[config.mk]
export PLATFORM = sky130hd
export DESIGN_NAME = climatology_gap_fill_pixel
export DESIGN_NICKNAME = d
export VERILOG_FILES = /design/src/cgf_pkg.sv /design/src/climatology_gap_fill_pixel.sv
export SDC_FILE = /design/constraint.sdc
export NUM_CORES = 2
export LEC_CHECK = 0
export ABC_AREA = 1
export BUFFER_PORTS_ARGS = -buffer_cell sky130_fd_sc_hd__buf_2
export CAP_MARGIN = 0
export CORE_MARGIN = 4
export CORE_UTILIZATION = 50
export CTS_CLUSTER_DIAMETER = 100
export DETAILED_ROUTE_END_ITERATION = 16
export HOLD_SLACK_MARGIN = 0.02
export PLACE_DENSITY = 0.66
export SLEW_MARGIN = 5
export SYNTH_ARGS = -nofsm -noshare
export SYNTH_HDL_FRONTEND = slang
export SYNTH_SLANG_ARGS = --single-unit
[constraint.sdc]
create_clock -name i_clk -period 8.2 [get_ports i_clk]
set_input_delay 0 -clock i_clk [delete_from_list [all_inputs] [get_ports i_clk]]
set_output_delay 0 -clock i_clk [all_outputs]
set_load 0.01 [all_outputs]
[src/cgf_pkg.sv]
package cgf_pkg;

    // Default number of fractional bits of a month weight.
    localparam int CGF_WEIGHT_FRAC_BITS = 16;

    // Field widths of one pixel.
    localparam int CGF_OZ_W = 8;
    localparam int CGF_VP_W = 16;

    // Stream beat widths.
    localparam int CGF_S_TDATA_W = 4 * CGF_OZ_W + 4 * CGF_VP_W;
    localparam int CGF_M_TDATA_W = CGF_OZ_W + CGF_VP_W;

    // Configuration port.
    localparam int CGF_ADDR_W = 4;
    localparam int CGF_DATA_W = 32;

    typedef logic [1:0] t_reg_idx;
    localparam t_reg_idx CGF_REG_PREV   = 2'd0;
    localparam t_reg_idx CGF_REG_TARGET = 2'd1;
    localparam t_reg_idx CGF_REG_NEXT   = 2'd2;

endpackage

[src/climatology_gap_fill_pixel.sv]
// A beat taken on the slave side passes through the weight transfer, multiply, and sum
// and saturate registers in turn before it is shown on the master side.
// Throughput: one pixel per cycle while the master side takes results; three register
// stages (weight transfer, multiply, sum and saturate) each hold one pixel, and any
// stage with a free slot takes a new one. Reset (i_rst_n low, synchronous) empties
// every stage and sets the month weights to one half, one half and zero.
module climatology_gap_fill_pixel
    import cgf_pkg::*;
#(
    parameter int WEIGHT_FRAC_BITS = CGF_WEIGHT_FRAC_BITS
) (
    input  logic                     i_clk,
    input  logic                     i_rst_n,
    // Pixel input stream.
    input  logic                     s_tvalid,
    output logic                     s_tready,
    // s_tdata, lowest bit first: ozone_value[7:0], vapor_value[23:8],
    // prev_ozone_avg[31:24], target_ozone_avg[39:32], next_ozone_avg[47:40],
    // prev_vapor_avg[63:48], target_vapor_avg[79:64], next_vapor_avg[95:80].
    input  logic [CGF_S_TDATA_W-1:0] s_tdata,
    // Result stream.
    output logic                     m_tvalid,
    input  logic                     m_tready,
    // m_tdata, lowest bit first: ozone_result[7:0], vapor_result[23:8].
    output logic [CGF_M_TDATA_W-1:0] m_tdata,
    // m_tuser: was_filled[0].
    output logic                     m_tuser,
    // Configuration port; registers at 0x0 (previous), 0x4 (target), 0x8 (next).
    input  logic                     psel,
    input  logic                     penable,
    input  logic                     pwrite,
    input  logic [CGF_ADDR_W-1:0]    paddr,
    input  logic [CGF_DATA_W-1:0]    pwdata,
    output logic [CGF_DATA_W-1:0]    prdata,
    output logic                     pready
);

    // A stored weight holds 1.0 exactly, so it needs one integer bit. After the
    // transfers a weight can have taken up both others, which needs two more bits.
    localparam int WBITS = WEIGHT_FRAC_BITS + 1;
    localparam int WW    = WBITS + 2;
    localparam int PO_W  = CGF_OZ_W + WW;
    localparam int PV_W  = CGF_VP_W + WW;
    localparam int SO_W  = PO_W + 2;
    localparam int SV_W  = PV_W + 2;

    localparam logic [WW-1:0]    ONE       = {{(WW - 1){1'b0}}, 1'b1} << WEIGHT_FRAC_BITS;
    localparam logic [WBITS-1:0] HALF      = {{(WBITS - 1){1'b0}}, 1'b1} << (WEIGHT_FRAC_BITS - 1);
    localparam logic [WBITS-1:0] WZERO     = '0;

    typedef struct packed {
        logic [WW-1:0] p;
        logic [WW-1:0] t;
        logic [WW-1:0] n;
    } t_wts;

    // Moves the weight of each fill average in turn, previous month first. Each
    // check sees the weights left by the checks before it.
    function automatic t_wts xfer(input logic zp, input logic zt, input logic zn,
                                  input t_wts w);
        t_wts r;
        r = w;
        if (zp) begin
            if (!zt && !zn) begin
                if (r.t >= r.n) r.t = r.t + r.p;
                else            r.n = r.n + r.p;
            end else if (!zt) begin
                r.t = ONE;
            end else if (!zn) begin
                r.n = ONE;
            end
        end
        if (zt) begin
            if (!zp && !zn) begin
                if (r.p >= r.n) r.p = r.p + r.t;
                else            r.n = r.n + r.t;
            end else if (!zp) begin
                r.p = ONE;
            end else if (!zn) begin
                r.n = ONE;
            end
        end
        if (zn) begin
            if (!zp && !zt) begin
                if (r.p >= r.t) r.p = r.p + r.n;
                else            r.t = r.t + r.n;
            end else if (!zp) begin
                r.p = ONE;
            end else if (!zt) begin
                r.t = ONE;
            end
        end
        return r;
    endfunction

    // ---------------------------------------------------------------------
    // Configuration registers.
    // ---------------------------------------------------------------------
    logic [WBITS-1:0] r_prev_w;
    logic [WBITS-1:0] r_target_w;
    logic [WBITS-1:0] r_next_w;
    logic             cfg_wr;
    t_reg_idx         cfg_idx;

    assign pready  = 1'b1;
    assign cfg_idx = paddr[CGF_ADDR_W-1:2];
    assign cfg_wr  = psel && penable && pwrite && pready;

    always_ff @(posedge i_clk) begin
        if (!i_rst_n) begin
            r_prev_w   <= HALF;
            r_target_w <= HALF;
            r_next_w   <= WZERO;
        end else if (cfg_wr) begin
            case (cfg_idx)
                CGF_REG_PREV:   r_prev_w   <= pwdata[WBITS-1:0];
                CGF_REG_TARGET: r_target_w <= pwdata[WBITS-1:0];
                CGF_REG_NEXT:   r_next_w   <= pwdata[WBITS-1:0];
                default: ;
            endcase
        end
    end

    always_comb begin
        case (cfg_idx)
            CGF_REG_PREV:   prdata = CGF_DATA_W'(r_prev_w);
            CGF_REG_TARGET: prdata = CGF_DATA_W'(r_target_w);
            CGF_REG_NEXT:   prdata = CGF_DATA_W'(r_next_w);
            default:        prdata = '0;
        endcase
    end

    // ---------------------------------------------------------------------
    // Stall control. Each stage moves on when it is empty or when the stage
    // after it moves on, so bubbles are squeezed out while the output waits.
    // ---------------------------------------------------------------------
    logic r1_v;
    logic r2_v;
    logic r_m_tvalid;
    logic en1;
    logic en2;
    logic en3;

    assign en3      = !r_m_tvalid || m_tready;
    assign en2      = !r2_v || en3;
    assign en1      = !r1_v || en2;
    assign s_tready = en1;

    // ---------------------------------------------------------------------
    // Stage 1: unpack, mark fill averages and move their weights.
    // ---------------------------------------------------------------------
    logic [CGF_OZ_W-1:0] in_oz;
    logic [CGF_VP_W-1:0] in_vp;
    logic [CGF_OZ_W-1:0] n_oz_pa;
    logic [CGF_OZ_W-1:0] n_oz_ta;
    logic [CGF_OZ_W-1:0] n_oz_na;
    logic [CGF_VP_W-1:0] n_vp_pa;
    logic [CGF_VP_W-1:0] n_vp_ta;
    logic [CGF_VP_W-1:0] n_vp_na;
    logic                pw_zero;
    logic                nw_zero;
    t_wts                cfg_wts;
    t_wts                n_oz_w;
    t_wts                n_vp_w;

    assign in_oz = s_tdata[7:0];
    assign in_vp = s_tdata[23:8];

    // A previous or next month whose weight is zero is not used, so its averages count as fill.
    assign pw_zero = (r_prev_w == WZERO);
    assign nw_zero = (r_next_w == WZERO);

    assign n_oz_pa = pw_zero ? '0 : s_tdata[31:24];
    assign n_oz_ta = s_tdata[39:32];
    assign n_oz_na = nw_zero ? '0 : s_tdata[47:40];
    assign n_vp_pa = pw_zero ? '0 : s_tdata[63:48];
    assign n_vp_ta = s_tdata[79:64];
    assign n_vp_na = nw_zero ? '0 : s_tdata[95:80];

    assign cfg_wts.p = WW'(r_prev_w);
    assign cfg_wts.t = WW'(r_target_w);
    assign cfg_wts.n = WW'(r_next_w);

    assign n_oz_w = xfer(n_oz_pa == '0, n_oz_ta == '0, n_oz_na == '0, cfg_wts);
    assign n_vp_w = xfer(n_vp_pa == '0, n_vp_ta == '0, n_vp_na == '0, cfg_wts);

    logic                r1_fill;
    logic [CGF_OZ_W-1:0] r1_oz;
    logic [CGF_VP_W-1:0] r1_vp;
    logic [CGF_OZ_W-1:0] r1_oz_pa;
    logic [CGF_OZ_W-1:0] r1_oz_ta;
    logic [CGF_OZ_W-1:0] r1_oz_na;
    logic [CGF_VP_W-1:0] r1_vp_pa;
    logic [CGF_VP_W-1:0] r1_vp_ta;
    logic [CGF_VP_W-1:0] r1_vp_na;
    t_wts                r1_oz_w;
    t_wts                r1_vp_w;

    always_ff @(posedge i_clk) begin
        if (!i_rst_n) begin
            r1_v <= 1'b0;
        end else if (en1) begin
            r1_v <= s_tvalid;
        end
    end

    always_ff @(posedge i_clk) begin
        if (en1 && s_tvalid) begin
            r1_fill  <= (in_oz == '0);
            r1_oz    <= in_oz;
            r1_vp    <= in_vp;
            r1_oz_pa <= n_oz_pa;
            r1_oz_ta <= n_oz_ta;
            r1_oz_na <= n_oz_na;
            r1_vp_pa <= n_vp_pa;
            r1_vp_ta <= n_vp_ta;
            r1_vp_na <= n_vp_na;
            r1_oz_w  <= n_oz_w;
            r1_vp_w  <= n_vp_w;
        end
    end

    // ---------------------------------------------------------------------
    // Stage 2: the six average-by-weight products.
    // ---------------------------------------------------------------------
    logic                r2_fill;
    logic [CGF_OZ_W-1:0] r2_oz;
    logic [CGF_VP_W-1:0] r2_vp;
    logic [PO_W-1:0]     r2_oz_pp;
    logic [PO_W-1:0]     r2_oz_tp;
    logic [PO_W-1:0]     r2_oz_np;
    logic [PV_W-1:0]     r2_vp_pp;
    logic [PV_W-1:0]     r2_vp_tp;
    logic [PV_W-1:0]     r2_vp_np;

    always_ff @(posedge i_clk) begin
        if (!i_rst_n) begin
            r2_v <= 1'b0;
        end else if (en2) begin
            r2_v <= r1_v;
        end
    end

    always_ff @(posedge i_clk) begin
        if (en2 && r1_v) begin
            r2_fill  <= r1_fill;
            r2_oz    <= r1_oz;
            r2_vp    <= r1_vp;
            r2_oz_pp <= PO_W'(r1_oz_pa) * PO_W'(r1_oz_w.p);
            r2_oz_tp <= PO_W'(r1_oz_ta) * PO_W'(r1_oz_w.t);
            r2_oz_np <= PO_W'(r1_oz_na) * PO_W'(r1_oz_w.n);
            r2_vp_pp <= PV_W'(r1_vp_pa) * PV_W'(r1_vp_w.p);
            r2_vp_tp <= PV_W'(r1_vp_ta) * PV_W'(r1_vp_w.t);
            r2_vp_np <= PV_W'(r1_vp_na) * PV_W'(r1_vp_w.n);
        end
    end

    // ---------------------------------------------------------------------
    // Stage 3: sum, drop the fraction, saturate, and pick the original
    // values when the pixel was not a gap.
    // ---------------------------------------------------------------------
    logic [SO_W-1:0]                  oz_sum;
    logic [SV_W-1:0]                  vp_sum;
    logic [SO_W-WEIGHT_FRAC_BITS-1:0] oz_int;
    logic [SV_W-WEIGHT_FRAC_BITS-1:0] vp_int;
    logic [CGF_OZ_W-1:0]              oz_sat;
    logic [CGF_VP_W-1:0]              vp_sat;
    logic [CGF_OZ_W-1:0]              n_oz_res;
    logic [CGF_VP_W-1:0]              n_vp_res;

    assign oz_sum = SO_W'(r2_oz_pp) + SO_W'(r2_oz_tp) + SO_W'(r2_oz_np);
    assign vp_sum = SV_W'(r2_vp_pp) + SV_W'(r2_vp_tp) + SV_W'(r2_vp_np);
    assign oz_int = oz_sum[SO_W-1:WEIGHT_FRAC_BITS];
    assign vp_int = vp_sum[SV_W-1:WEIGHT_FRAC_BITS];

    assign oz_sat = (|oz_int[SO_W-WEIGHT_FRAC_BITS-1:CGF_OZ_W]) ? '1 : oz_int[CGF_OZ_W-1:0];
    assign vp_sat = (|vp_int[SV_W-WEIGHT_FRAC_BITS-1:CGF_VP_W]) ? '1 : vp_int[CGF_VP_W-1:0];

    assign n_oz_res = r2_fill ? oz_sat : r2_oz;
    assign n_vp_res = r2_fill ? vp_sat : r2_vp;

    logic [CGF_M_TDATA_W-1:0] r_m_tdata;
    logic                     r_m_tuser;

    always_ff @(posedge i_clk) begin
        if (!i_rst_n) begin
            r_m_tvalid <= 1'b0;
        end else if (en3) begin
            r_m_tvalid <= r2_v;
        end
    end

    always_ff @(posedge i_clk) begin
        if (en3 && r2_v) begin
            r_m_tdata <= {n_vp_res, n_oz_res};
            r_m_tuser <= r2_fill;
        end
    end

    assign m_tvalid = r_m_tvalid;
    assign m_tdata  = r_m_tdata;
    assign m_tuser  = r_m_tuser;

endmodule

==> impl_metrics.yaml <==
outcome:
  outcome: "finished, final reports clean"
die:
  dieArea_um2: 160000
  core_area_um2: 152000
  io_pins: 199
  rows: 143
  chipHeight_um: 400
  die_w_um: 400
  initial_core_util: 0.505
clocking:
  clk_latency_ns: 0.68
  numCtsBuffers: 66
  cts-root-buf: "clkbuf_16"
  htree_num_levels: 3
  numClockSinks: 501
  cts_tree: "built"
  cts_max_path_buffers: 3
  clkTransAtPathRegs_ns: 0.06
place:
  place_congestion: 1.01
  placed_cells: 11300
  dp_hpwl_um: 192000
  port-buffer-count: 165
  preCtsSetupSlack_ns: 0.537
global_routing:
  grt_use_total: 0.299
  grt_pass1_wl_um: 368000
  grt-ovfl-total: 0
  antenna_found_initial: 10
  grt_start_max_net_pins: 148
  grt_pass1_vias: 64600
synthesis:
  synth_ff_type: "edfxtp_1"
  synth_seq_cells: 501
  synth_edf_count: 447
  yosysSeqAreaShare: 0.189
  avgSynthCellArea_um2: 8.30
  yosys.area.top_type: "fa_1"
  postSynth.asyncResetShare: 0
  yosysTopAreaCellShare: 0.282
  synth_cell_types: 80
  synth_top_cells_by_area: "fa_1 (28%), edfxtp_1 (17%), ha_1 (13%)"
  syn_inst: 9261
  syn_area_um2: 76800
  yosysWarnings: 0
critical_path:
  cp_top_family: "compound AO/OA/AOI/OAI gates"
  cpPeakStageDelay_ns: 0.49
  critPathMostFrequentCell: "nand2_1"
  critical_path_buf_inv_count: 7
  crit_fanout: 24
  setup.worst_path.class: "flop to flop"
  end_kind: "flop"
  cp_slowest_cell: "o31ai_1"
  cp.arrival_ns: 8.18
  start_kind: "flop"
  crit_required_ns: 8.66
final_layout:
  layout_commonest_cell: "nand2_1"
  mostFrequentLayoutCells: "nand2_1 (2,156), inv_1 (2,069), fa_1 (1,084)"
  multi_input_area_um2: 53000
  syn2layout_area_growth_pct: 9.39
  nFillCells: 13900
  regArea_um2: 14500
  nets: 11500
  drive_gt1_frac: 0.0662
  utilization: 0.552
  fin_cells: 11600
timing:
  hold_ws_ns: 0.0584
  worst_slew_pin_slew_ns: 1.17
  finClkSkew_ns: 0.0373
  min_period_ns: 7.73
  rsz0062_at_grt: "no"
  max_freq_mhz: 129
  finalSetupViolCount: 0
  final-max-slew-violation-count: 0
  fin_setup_tns_ns: 0
  relSlewSlack: 0.221
  hold_viol: 0
  finalCritPeriodShare: 0.942
  setup_ws_ns: 0.474
hold_path:
  hold_path.class: "input port to flop"
flow_run:
  maxCapViolCount: 0
pwr:
  cellPowerDensity_nw_per_um2: 314
  p_leak_uw: 0.0432
  vdd_drop_max_mv: 0.335
route:
  drt_first_iter_violations: 5291
  vias_per_cell: 5.43
  first_pass_iters: 6
  num_vias: 62800
  finalWirelength_um: 237000
  route.detailed.drc: 0
  drtAntennaViolNets: 0
  wire_per_inst_um: 20.5
path summary, 6_finish.rpt:
path	slack [ns]	start	cells after the start	endpoint
max reg2reg	0.47	r_prev_w[7]	34	r1_vp_w[40]
min reg2reg	0.41	r1_oz[2]	0	r2_oz[2]
max	0.47	r_prev_w[7]	34	r1_vp_w[40]
min	0.06	s_tdata[14]	2	r1_vp[6]
power by group:
| part | switching [uW] | internal [uW] |
|---|---|---|
| sequential | 673 | 4070 |
| clock | 1240 | 1710 |
| combinational | 11700 | 7080 |
| total | 13600 | 12800 |
synthesized netlist by cell type, types with 6 or more instances:
| library cell | instances |
|---|---|
| nand4_1 | 65 |
| xnor2_1 | 91 |
| a31oi_1 | 35 |
| o21a_1 | 19 |
| nor2_1 | 364 |
| o22ai_1 | 93 |
| o211ai_1 | 28 |
| o31ai_1 | 17 |
| buf_1 | 70 |
| and2_1 | 8 |
| nor4_1 | 11 |
| nand2_4 | 19 |
| inv_1 | 2072 |
| a211oi_1 | 16 |
| xor2_1 | 212 |
| o41ai_1 | 7 |
| nand2_1 | 2156 |
| a21oi_1 | 520 |
| clkbuf_1 | 301 |
| nand3_1 | 150 |
| nand2_2 | 27 |
| nor3_1 | 25 |
| fa_1 | 1084 |
| o21ai_1 | 27 |
| buf_4 | 16 |
| nor2_2 | 6 |
| or2_2 | 9 |
| dfxtp_1 | 54 |
| ha_1 | 783 |
| a22oi_1 | 19 |
| o221ai_1 | 20 |
| nand3_2 | 6 |
| inv_2 | 24 |
| o21bai_1 | 26 |
| a21o_1 | 23 |
| edfxtp_1 | 447 |
| o21ai_0 | 315 |
| a21boi_0 | 8 |
flip-flops by register name, summed over array words and instances (netlist names), 8 cells and up:
register,cells
r2_vp_pp,35
r2_oz_np,27
m_tdata,24
r1_vp_ta,16
r_prev_w,17
r2_oz_tp,27
r1_oz_na,8
r2_vp_np,35
r_target_w,17
r2_oz,8
r1_vp_pa,16
r_next_w,17
r1_vp_na,16
r2_oz_pp,27
r1_oz_ta,8
r1_vp,16
r1_vp_w,57
r1_oz_w,57
r1_oz,8
r2_vp,16
r1_oz_pa,8
r2_vp_tp,35
layer usage:
layer | global-route usage | wire, um | vias up
met2 | 0.473 | 105000 | 2635
met1 | 0.410 | 101000 | 30500
met5 | 0 | 0 | -
met4 | 0.115 | 10400 | 0
met3 | 0.0549 | 20300 | 539
li1 | - | - | 29100
cell type report:
class / instances / area share
sequential: 501 / 0.173
inverter: 2104 / 0.0942
tap: 2030 / 0.0302
antenna: 5 / 0.000149
clock buffer: 78 / 0.0209
timing repair buffer: 527 / 0.0466
multi-input combinational: 6274 / 0.631
clock inverter: 39 / 0.00473
worst reg2reg max path, delay by kind of cell (launching register included):
kind / cells / cell delay [ns]
xor gates and xnor gates: 1 / 0.16
DFF: 1 / 0.31
and+or+nand+nor: 12 / 2.08
buffers and inverters: 7 / 1.46
adders and majority gates: 3 / 1.08
AOI/OAI and AO/OA: 11 / 2.41
logic make-up (layout without fill, tap and decap cells):
| group | after synthesis | in the layout | synth area share |
|---|---|---|---|
| compound gates | 1215 | 1215 | 0.0903 |
| xor+xnor | 303 | 303 | 0.0345 |
| fa+ha+maj | 1867 | 1867 | 0.410 |
| buf+inv | 2500 | 2748 | 0.123 |
| flops | 501 | 501 | 0.189 |
| other cells | 2 | 21 | 0.0000977 |
| simple gates | 2873 | 2873 | 0.153 |
through the flow:
stage               cell area (um^2)  power [uW]
floorplan                      76900       17900
global placement               80300       22900
detailed placement             80300       23200
CTS                            83900       26400
global route                   84000       29200
finish                         84100       26400
what timing repair did:
item,CTS,global route
hold buffers,143,0
resized for setup,0,23
setup endpoints to repair,0,40
buffers inserted,0,2
endpoints found under the hold margin,177,0
No activity file was read; power rests on OpenSTA's default activity.
